**src/hdl/utf8_stream_decoder_with_replay_macros.svh**
```systemverilog
`ifndef UTF8_STREAM_DECODER_WITH_REPLAY_MACROS_SVH
`define UTF8_STREAM_DECODER_WITH_REPLAY_MACROS_SVH

`ifndef SYNTHESIS
`define U8D_ASSERT(lbl, clk, rst_n, prop) \
    lbl: assert property (@(posedge clk) disable iff (!rst_n) prop) \
        else $error("u8d assertion failed");
`define U8D_ASSERT_RST(lbl, clk, prop) \
    lbl: assert property (@(posedge clk) prop) \
        else $error("u8d reset assertion failed");
`else
`define U8D_ASSERT(lbl, clk, rst_n, prop)
`define U8D_ASSERT_RST(lbl, clk, prop)
`endif

`endif

```
**src/hdl/u8d_pkg.sv**
```systemverilog
package u8d_pkg;

    localparam int CP_W = 21;
    localparam int CNT_W = 3;
    localparam int SEL_W = 2;
    localparam int HELD_DEPTH = 3;
    localparam int RES_DEPTH = 4;

    localparam logic [CP_W-1:0] ESC_BASE = 21'h00DC00;
    localparam logic [CP_W-1:0] CP_MAX = 21'h10FFFF;
    localparam logic [CP_W-1:0] BMP_MAX = 21'h00FFFF;
    localparam logic [CP_W-1:0] MIN_2B = 21'h000080;
    localparam logic [CP_W-1:0] MIN_3B = 21'h000800;
    localparam logic [CP_W-1:0] MIN_4B = 21'h010000;
    localparam logic [7:0] ESC_HI = 8'hDC;
    localparam logic [7:0] LEAD_LIMIT = 8'hF5;

    typedef struct packed {
        logic [CP_W-1:0] code_point;
        logic is_end;
        logic range_error;
    } res_t;

    typedef struct packed {
        logic load;
        logic [SEL_W-1:0] sel;
    } dp_cmd_t;

    typedef struct packed {
        logic [CNT_W-1:0] count;
    } dp_stat_t;

endpackage

```
**src/hdl/u8d_datapath.sv**
```systemverilog
module u8d_datapath
    import u8d_pkg::*;
(
    input  logic aclk,
    input  logic aresetn,
    input  logic cfg_wr_en,
    input  logic cfg_wr_data,
    input  logic [7:0] in_byte,
    input  logic end_of_input,
    input  dp_cmd_t cmd,
    output dp_stat_t stat,
    output res_t res_out
);

    logic fue_reg;
    logic [1:0] rem_reg, rem_next;
    logic [CP_W-1:0] partial_reg, partial_next;
    logic [CP_W-1:0] min_reg, min_next;
    logic [1:0] hc_reg, hc_next;
    logic [7:0] held_reg [HELD_DEPTH];
    logic [7:0] held_next [HELD_DEPTH];
    res_t res_buf_reg [RES_DEPTH];
    res_t res_buf_next [RES_DEPTH];

    logic id_emit;
    res_t id_res;
    logic id_start;
    logic [1:0] id_rem;
    logic [CP_W-1:0] id_val;
    logic [CP_W-1:0] id_min;

    logic flush;
    logic tail_v;
    res_t tail;
    logic [1:0] rem_dec;
    logic [CP_W-1:0] new_partial;
    logic bad;
    logic [1:0] base;

    always_comb begin
        id_emit = 1'b0;
        id_res = '{code_point: ESC_BASE | {13'd0, in_byte}, is_end: 1'b0, range_error: 1'b0};
        id_start = 1'b0;
        id_rem = 2'd0;
        id_val = '0;
        id_min = '0;
        if (!in_byte[7]) begin
            id_emit = 1'b1;
            id_res.code_point = {13'd0, in_byte};
        end else if (in_byte[7:5] == 3'b110) begin
            id_start = 1'b1;
            id_rem = 2'd1;
            id_val = {16'd0, in_byte[4:0]};
            id_min = MIN_2B;
        end else if (in_byte[7:4] == 4'hE) begin
            id_start = 1'b1;
            id_rem = 2'd2;
            id_val = {17'd0, in_byte[3:0]};
            id_min = MIN_3B;
        end else if (in_byte[7:4] == 4'hF) begin
            if (!fue_reg) begin
                id_emit = 1'b1;
                id_res = '{code_point: '0, is_end: 1'b0, range_error: 1'b1};
            end else if (in_byte < LEAD_LIMIT) begin
                id_start = 1'b1;
                id_rem = 2'd3;
                id_val = {18'd0, in_byte[2:0]};
                id_min = MIN_4B;
            end else begin
                id_emit = 1'b1;
            end
        end else begin
            id_emit = 1'b1;
        end
    end

    assign rem_dec = rem_reg - 2'd1;
    assign new_partial = {partial_reg[CP_W-7:0], in_byte[5:0]};
    assign bad = (new_partial < min_reg) ||
                 ((new_partial <= BMP_MAX) && (new_partial[15:8] == ESC_HI)) ||
                 (new_partial > CP_MAX);

    always_comb begin
        flush = 1'b0;
        tail_v = 1'b0;
        tail = '{code_point: ESC_BASE | {13'd0, in_byte}, is_end: 1'b0, range_error: 1'b0};
        rem_next = rem_reg;
        partial_next = partial_reg;
        min_next = min_reg;
        hc_next = hc_reg;
        held_next = held_reg;
        if (end_of_input) begin
            flush = (rem_reg != 2'd0);
            tail_v = 1'b1;
            tail = '{code_point: '0, is_end: 1'b1, range_error: 1'b0};
            rem_next = 2'd0;
            partial_next = '0;
            min_next = '0;
            hc_next = 2'd0;
        end else if (rem_reg != 2'd0 && in_byte[7:6] == 2'b10) begin
            partial_next = new_partial;
            rem_next = rem_dec;
            if (rem_dec != 2'd0) begin
                if (hc_reg != 2'd3) begin
                    held_next[hc_reg] = in_byte;
                    hc_next = hc_reg + 2'd1;
                end
            end else begin
                flush = bad;
                tail_v = 1'b1;
                if (!bad) begin
                    tail.code_point = new_partial;
                end
                partial_next = '0;
                min_next = '0;
                hc_next = 2'd0;
            end
        end else begin
            flush = (rem_reg != 2'd0);
            tail_v = id_emit;
            tail = id_res;
            rem_next = id_rem;
            partial_next = id_val;
            min_next = id_min;
            hc_next = 2'd0;
            if (id_start) begin
                held_next[0] = in_byte;
                hc_next = 2'd1;
            end
        end
    end

    assign base = flush ? hc_reg : 2'd0;
    assign stat.count = {1'b0, base} + {2'd0, tail_v};

    always_comb begin
        for (int i = 0; i < HELD_DEPTH; i++) begin
            if (SEL_W'(i) < base) begin
                res_buf_next[i] = '{code_point: ESC_BASE | {13'd0, held_reg[i]},
                                    is_end: 1'b0, range_error: 1'b0};
            end else begin
                res_buf_next[i] = tail;
            end
        end
        res_buf_next[RES_DEPTH-1] = tail;
    end

    always_ff @(posedge aclk) begin
        if (!aresetn) begin
            fue_reg <= 1'b1;
            rem_reg <= 2'd0;
            partial_reg <= '0;
            min_reg <= '0;
            hc_reg <= 2'd0;
        end else begin
            if (cfg_wr_en) begin
                fue_reg <= cfg_wr_data;
            end
            if (cmd.load) begin
                rem_reg <= rem_next;
                partial_reg <= partial_next;
                min_reg <= min_next;
                hc_reg <= hc_next;
            end
        end
    end

    always_ff @(posedge aclk) begin
        if (cmd.load) begin
            held_reg <= held_next;
            res_buf_reg <= res_buf_next;
        end
    end

    assign res_out = res_buf_reg[cmd.sel];

endmodule

```
**src/hdl/u8d_ctrl.sv**
```systemverilog
`include "utf8_stream_decoder_with_replay_macros.svh"

module u8d_ctrl
    import u8d_pkg::*;
(
    input  logic aclk,
    input  logic aresetn,
    input  logic s_tvalid,
    output logic s_tready,
    output logic m_tvalid,
    input  logic m_tready,
    output logic m_tlast,
    input  dp_stat_t stat,
    output dp_cmd_t cmd
);

    localparam logic ST_ACCEPT = 1'b0;
    localparam logic ST_EMIT = 1'b1;

    logic state_reg, state_next;
    logic [SEL_W-1:0] idx_reg, idx_next;
    logic [CNT_W-1:0] cnt_reg, cnt_next;
    logic is_last;
    logic load;

    assign is_last = (({1'b0, idx_reg} + 3'd1) == cnt_reg);
    assign m_tvalid = (state_reg == ST_EMIT);
    assign m_tlast = is_last;
    assign s_tready = (state_reg == ST_ACCEPT) ||
                      ((state_reg == ST_EMIT) && is_last && m_tready);
    assign load = s_tvalid && s_tready;
    assign cmd.load = load;
    assign cmd.sel = idx_reg;

    always_comb begin
        state_next = state_reg;
        idx_next = idx_reg;
        cnt_next = cnt_reg;
        if (load) begin
            idx_next = '0;
            cnt_next = stat.count;
            state_next = (stat.count == '0) ? ST_ACCEPT : ST_EMIT;
        end else if (state_reg == ST_EMIT && m_tready) begin
            if (is_last) begin
                state_next = ST_ACCEPT;
            end else begin
                idx_next = idx_reg + SEL_W'(1);
            end
        end
    end

    always_ff @(posedge aclk) begin
        if (!aresetn) begin
            state_reg <= ST_ACCEPT;
            idx_reg <= '0;
            cnt_reg <= '0;
        end else begin
            state_reg <= state_next;
            idx_reg <= idx_next;
            cnt_reg <= cnt_next;
        end
    end

    `U8D_ASSERT(a_emit_has_words, aclk, aresetn, (state_reg == ST_EMIT) |-> (cnt_reg != '0))
    `U8D_ASSERT(a_idx_in_range, aclk, aresetn, (state_reg == ST_EMIT) |-> ({1'b0, idx_reg} < cnt_reg))
    `U8D_ASSERT(a_empty_load_stays, aclk, aresetn, (load && stat.count == '0) |=> (state_reg == ST_ACCEPT))
    `U8D_ASSERT_RST(a_reset_accept, aclk, !aresetn |=> (state_reg == ST_ACCEPT))

endmodule

```
**src/hdl/utf8_stream_decoder_with_replay.sv**
```systemverilog
// UTF-8 stream decoder with replay of failed sequences.
// The slave channel takes one word per stream byte; s_tlast marks end of input,
// and then the data byte is ignored. The master channel gives code points;
// m_tuser flags the end result and the range-error result, and m_tlast marks the
// final result caused by one input word. An input word gives zero to four results.
// The first result appears in the cycle after the input word is accepted.
// Results leave one per cycle while the receiver is ready, from a small result
// buffer in the datapath. After a word that gives no result the controller stays
// in accept; otherwise the next input word is taken in the cycle the last
// result leaves. The controller holds one word at a time while it plays out
// the result buffer.
// When the receiver stalls, the current result holds and no input is taken.
// Reset returns the decoder to idle with no pending bytes and sets
// full_unicode_enable to 1. The register is written through cfg_wr_en and
// cfg_wr_data; the user must write it only while idle (the block does not check).
module utf8_stream_decoder_with_replay
    import u8d_pkg::*;
(
    input  logic aclk,
    input  logic aresetn,
    input  logic cfg_wr_en,
    input  logic cfg_wr_data,
    input  logic s_tvalid,
    output logic s_tready,
    input  logic [7:0] s_tdata,   // [7:0] in_byte
    input  logic s_tlast,
    output logic m_tvalid,
    input  logic m_tready,
    output logic [23:0] m_tdata,  // [20:0] code_point, [23:21] zero
    output logic [1:0] m_tuser,   // [0] is_end, [1] range_error
    output logic m_tlast
);

    dp_cmd_t cmd;
    dp_stat_t stat;
    res_t res_out;

    u8d_ctrl u_ctrl (
        .aclk(aclk),
        .aresetn(aresetn),
        .s_tvalid(s_tvalid),
        .s_tready(s_tready),
        .m_tvalid(m_tvalid),
        .m_tready(m_tready),
        .m_tlast(m_tlast),
        .stat(stat),
        .cmd(cmd)
    );

    u8d_datapath u_datapath (
        .aclk(aclk),
        .aresetn(aresetn),
        .cfg_wr_en(cfg_wr_en),
        .cfg_wr_data(cfg_wr_data),
        .in_byte(s_tdata),
        .end_of_input(s_tlast),
        .cmd(cmd),
        .stat(stat),
        .res_out(res_out)
    );

    assign m_tdata = {3'd0, res_out.code_point};
    assign m_tuser = {res_out.range_error, res_out.is_end};

endmodule

```
**config.mk**
```make
export PLATFORM = sky130hd
export DESIGN_NAME = utf8_stream_decoder_with_replay
export DESIGN_NICKNAME = d
export VERILOG_FILES = /design/src/hdl/u8d_pkg.sv /design/src/hdl/u8d_datapath.sv /design/src/hdl/u8d_ctrl.sv /design/src/hdl/utf8_stream_decoder_with_replay.sv
export VERILOG_INCLUDE_DIRS = /design/src /design/src/hdl
export SDC_FILE = /design/constraint.sdc
export NUM_CORES = 1
export LEC_CHECK = 0
export BUFFER_PORTS_ARGS = -buffer_cell sky130_fd_sc_hd__buf_2
export CAP_MARGIN = 20
export CELL_PAD_IN_SITES_DETAIL_PLACEMENT = 1
export CELL_PAD_IN_SITES_GLOBAL_PLACEMENT = 1
export CORE_MARGIN = 4
export CORE_UTILIZATION = 46
export DETAILED_ROUTE_END_ITERATION = 12
export PLACE_DENSITY = 0.76
export RECOVER_POWER = 100
export SLEW_MARGIN = 15
export SYNTH_ARGS = -nofsm -noshare
export SYNTH_HDL_FRONTEND = slang
export SYNTH_SLANG_ARGS = --single-unit
export TNS_END_PERCENT = 10
```
**constraint.sdc**
```tcl
create_clock -name aclk -period 4.2 [get_ports aclk]
set_input_delay 0.42 -clock aclk [delete_from_list [all_inputs] [get_ports aclk]]
set_output_delay 0.42 -clock aclk [all_outputs]
set_load 0.1 [all_outputs]
```
==> Word-level counts from Yosys, hierarchy flattened <==
Cells that the tools add are included.
{ "totals": {"inputBits": 15, "out_inout_bits": 29, "register_bits": 163} }
{ "op_classes": {"bitwise_logic": 6, "n_eq_ne": 11, "order_cmp": 10, "n_mux": 78, "addsub": 5, "reduce_logical": 23} }
{ "ops": {"columns": ["operator", "n"], "rows": [
  ["21-bit 2-to-1 mux", 12],
  ["23-bit 2-to-1 mux", 6],
  ["15-bit 2-to-1 mux", 7],
  ["24-bit 2-to-1 mux", 2],
  ["23-bit binary-select mux with 2-bit select", 1],
  ["10-bit 2-to-1 mux", 3],
  ["2-bit 2-to-1 mux", 15],
  ["24-bit bitwise mux", 1],
  ["8-bit 2-to-1 mux", 3],
  ["1-bit 2-to-1 mux", 23],
  ["21-bit > comparator (second input constant)", 1],
  ["21-bit by 16-bit <= comparator with 1-bit output (second input constant)", 1],
  ["21-bit less-than comparator", 1],
  ["18-bit 2-to-1 mux", 1],
  ["17-bit 2-to-1 mux", 1],
  ["8-bit demux with 2-bit select", 1],
  ["5-bit AND reduction", 2],
  ["2-bit nonzero test", 5],
  ["4-bit == test (second input constant)", 2],
  ["8-bit == test (second input constant)", 1],
  ["8-bit less-than comparator (second input constant)", 1],
  ["2-bit AND reduction", 4],
  ["1-bit logical AND", 7],
  ["3-bit greater-or-equal comparator (second input constant)", 2],
  ["19 further kinds", 30]
]} }

==> Depth between registers and ports, before layout <==
{ "depth": {"ltp_word": 13, "depth_mapped": 12, "ltp_nobuf": 11} }

==> By module <==
Synthesis repeated with hierarchy kept, for this count alone.
{ "hier_totals": {"hier_cells": 488, "area_unflattened_um2": 6734.0} }
{ "by_module_without_submodules": {"columns": ["module", "area_each_um2", "n_inst", "seq_area_each_um2", "cells_each"], "rows": [
  ["u8d_datapath", 6331.1, 1, 3943.8, 444],
  ["u8d_ctrl", 376.6, 1, 120.1, 40],
  ["utf8_stream_decoder_with_replay", 26.3, 1, 0.0, 4]
]} }

==> Worst setup path before layout <==
OpenSTA, ideal clock, no wires.
{ "synth_path": {"kind": "flip-flop to flip-flop", "from": "register u_ctrl.idx_reg[0]", "to": "register u_datapath.partial_reg[5]", "stages_incl_launch_ff": 9, "arrival_time_ps": 6632, "slack_ps": -2492, "path_buffers": 1, "setup_ps": 59, "period_less_slack_ps": 6692, "required_ps": 4141, "cell_sequence": "dfxtp_1 -> ha_1 -> xor2_1 -> o41ai_1 -> nand2_1 -> clkinv_1 -> and4_1 -> buf_2 -> a22o_1"} }
{ "synth_rtl": {"columns": ["element", "line", "source"], "rows": [
  ["from (decl)", "u8d_ctrl.sv:21", "logic [SEL_W-1:0] idx_reg, idx_next;"],
  ["from (signal assigned)", "u8d_ctrl.sv:59", "idx_reg <= idx_next;"],
  ["to (signal assigned)", "u8d_datapath.sv:161", "partial_reg <= partial_next;"],
  ["to (decl)", "u8d_datapath.sv:17", "logic [CP_W-1:0] partial_reg, partial_next;"]
]} }

==> qor.yml <==
cts_num_sinks: 145
grt_remaining_overflow: 0
setup_tns_ns: 0
vias_per_cell: 5.594
setup_viol: 0
period_share_pct: 86.50
synthXorXnorAreaFrac_pct: 0.5391
cts_tree: "built"
power.density_nw_per_um2: 484.3
cpMaxStageDelayCell: "o21ai_0"
synth-edff-count: 116
grt.met2_usage_pct: 30.29
ctsRootBufferMaster: "clkbuf_16"
crit_start: "u_datapath.partial_reg[11]"
register_area_um2: 4064
synth_mux_area_share_pct: 12.76
r2r-start: "u_datapath.partial_reg[11]"
multi_input_area_um2: 2216
synthCells: 455
area_delta_synth_final_pct: 14.15
yosys_warnings: 0
die_area_um2: 16090
core_area_um2: 13880
whs_ns: 0.2163
antenna_found_initial: 0
synth_cell_type_count: 55
synthFlopType: "edfxtp_1"
synth_fa_ha_area_share_pct: 2.118
max_stage_delay_ns: 0.59
drt-total-wl_um: 13880
end_kind: "flip-flop"
met1_usage_pct: 23.65
synth.avg_cell_area_um2: 14.28
hold_violations: 0
wl_per_cell_um: 20.14
grt_use_met3_pct: 4.800
reg2reg_slack_ns: 0.57
ir_worst_vdd_mv: 0.2504
fin_crit_ns: 3.633
initialDrtViolationCount: 241
path_clk_slew_ns: 0.06
num_vias: 3854
drc: 0
arrival_ns: 3.80
htreeDepth: 4
violations: "max-capacitance violations, max-slew violations"
crit_top_cell: "or4_1"
netlist_area_um2: 6499
antenna_left: 0
relSlewSlack_pct: -3.340
io-pin-count: 44
first_pass_iters: 4
cp_cell_sequence: "or4_1, or4_1, o21ai_0, buf_4, o21ai_1, mux2_1"
timing.fmax_mhz: 275.3
maxCapViolCount: 2
cp_data_required_time_ns: 4.36
numCtsBuffers: 17
gp_congestion: 0.8454
port_buffers: 40
initial_core_util_pct: 46.82
placed_area_um2: 6890
grt_pass1_wl_um: 22760
worst-path-max-fanout: 14
fin_skew_ns: 0.006270
power.leakage_nw: 2.643
status: "finished, violations left"
grt_pass1_vias: 4174
worst_pin_slew_ns: 1.540
critical_path_class: "flip-flop to flip-flop"
finalMaxSlewViolations: 30
clkLatencyLatePin_ns: 0.42
hold_buffers: 0
postSynth.asyncResetShare_pct: 0
rsz0062_at_grt: "false"
dp_hpwl_um: 9364
track_usage_pct: 18.48
synth-compound-area-share_pct: 6.931
fill_cells: 1378
worstHoldStart: "cfg_wr_data"
grt-busiest-layer: "met2"
row_count: 43
total_power_mw: 3.592
fin_area_um2: 7418
grt_max_degree: 33
synth_top_family_by_area: "multiplexers"
seq_area_frac_synth_pct: 62.53
cts_setup_buffers: 0
nets: 522
cp-start-kind: "flip-flop"
die_x_um: 126.9
cts_buffer_depth: 2
drive_gt1_share_pct: 17.09
hold_path_class: "input pin to flip-flop"
ys_ff_latch: 145
antennaDiodeCount: 0
synthSimpleGateAreaFrac_pct: 11.69
largest_reg_flops: 92
cts_resized: 0
die_y_um: 126.9
==> cell families after synthesis <==
logic type / after synthesis
flops: 145
simple gates: 137
compound gates: 57
mux: 50
buf+inv: 50
fa+ha+maj: 11
xor+xnor: 4
other cells: 1
==> area by class of cell <==
cell class | count | share of cell area [%]
clock inverter | 13 | 2.496
inverter | 20 | 1.029
tap | 180 | 3.036
sequential | 145 | 54.78
clock buffer | 19 | 5.971
timing repair buffer | 50 | 2.817
multi-input combinational | 262 | 29.87
==> Yosys cell counts (all sizes together), types with 9 or more instances <==
cell type | number | area (um2)
a21boi | 10 | 75.07
mux2 | 24 | 281.5
inv | 19 | 71.32
mux4 | 23 | 518.0
nor2b | 9 | 56.30
and2 | 43 | 269.0
a22o | 13 | 113.9
buf | 11 | 72.57
ha | 11 | 137.6
dfxtp | 29 | 580.6
clkbuf | 19 | 71.32
edfxtp | 116 | 3483
nand2 | 37 | 138.9
nor2 | 12 | 45.04
==> placed cells by master (no fill, tap or decap), types with 10 or more instances in the layout <==
cell       synthesis  routed
edfxtp_1         116     116
clkbuf_1          19      38
nand2_1           37      37
and2_0             0      33
dfxtp_1           29      29
mux4_2            23      23
inv_1             19      19
clkbuf_16          0      17
mux2_2            21      15
a22o_1            13      13
nor2_1            12      12
ha_1              11      11
a21boi_0          10      10
and2_1            43      10
==> worst max-delay path: cells and delay by family, from the launching register on <==
family | cells | cell delay (ns)
DFF | 1 | 0.35
and+or+nand+nor | 2 | 1.08
AOI/OAI and AO/OA | 2 | 1.11
buffers and inverters | 1 | 0.29
muxes | 1 | 0.55
==> metal layers <==
layer / up-vias / routed length, um
met5: - / 0
met3: 23 / 580
li1: 1793 / -
met2: 81 / 6894
met4: 0 / 304
met1: 1957 / 6099
==> path summary, 6_finish.rpt <==
kind                           endpoint  cells past startpoint
min                  u_datapath.fue_reg                      3
max reg2reg  u_datapath.res_buf_reg[28]                      6
max          u_datapath.res_buf_reg[28]                      6
min reg2reg       u_datapath.rem_reg[1]                      2
==> metrics by stage <==
step	utilization [%]	cells	worst slack, ns
3_5_place_dp	49.64	657	0.9425
2_1_floorplan	-	457	0.3531
5_1_grt	53.44	689	0.3521
6_report	53.44	689	0.5670
4_1_cts	54.16	689	0.9245
3_3_place_gp	49.64	657	1.125
==> power by group <==
part	switching, mW	internal (mW)
Combinational	0.291	0.0727
Clock	0.574	1.01
Sequential	0.0208	1.63
Total	0.886	2.71
Note: power is estimated with default switching activity, not from simulation.
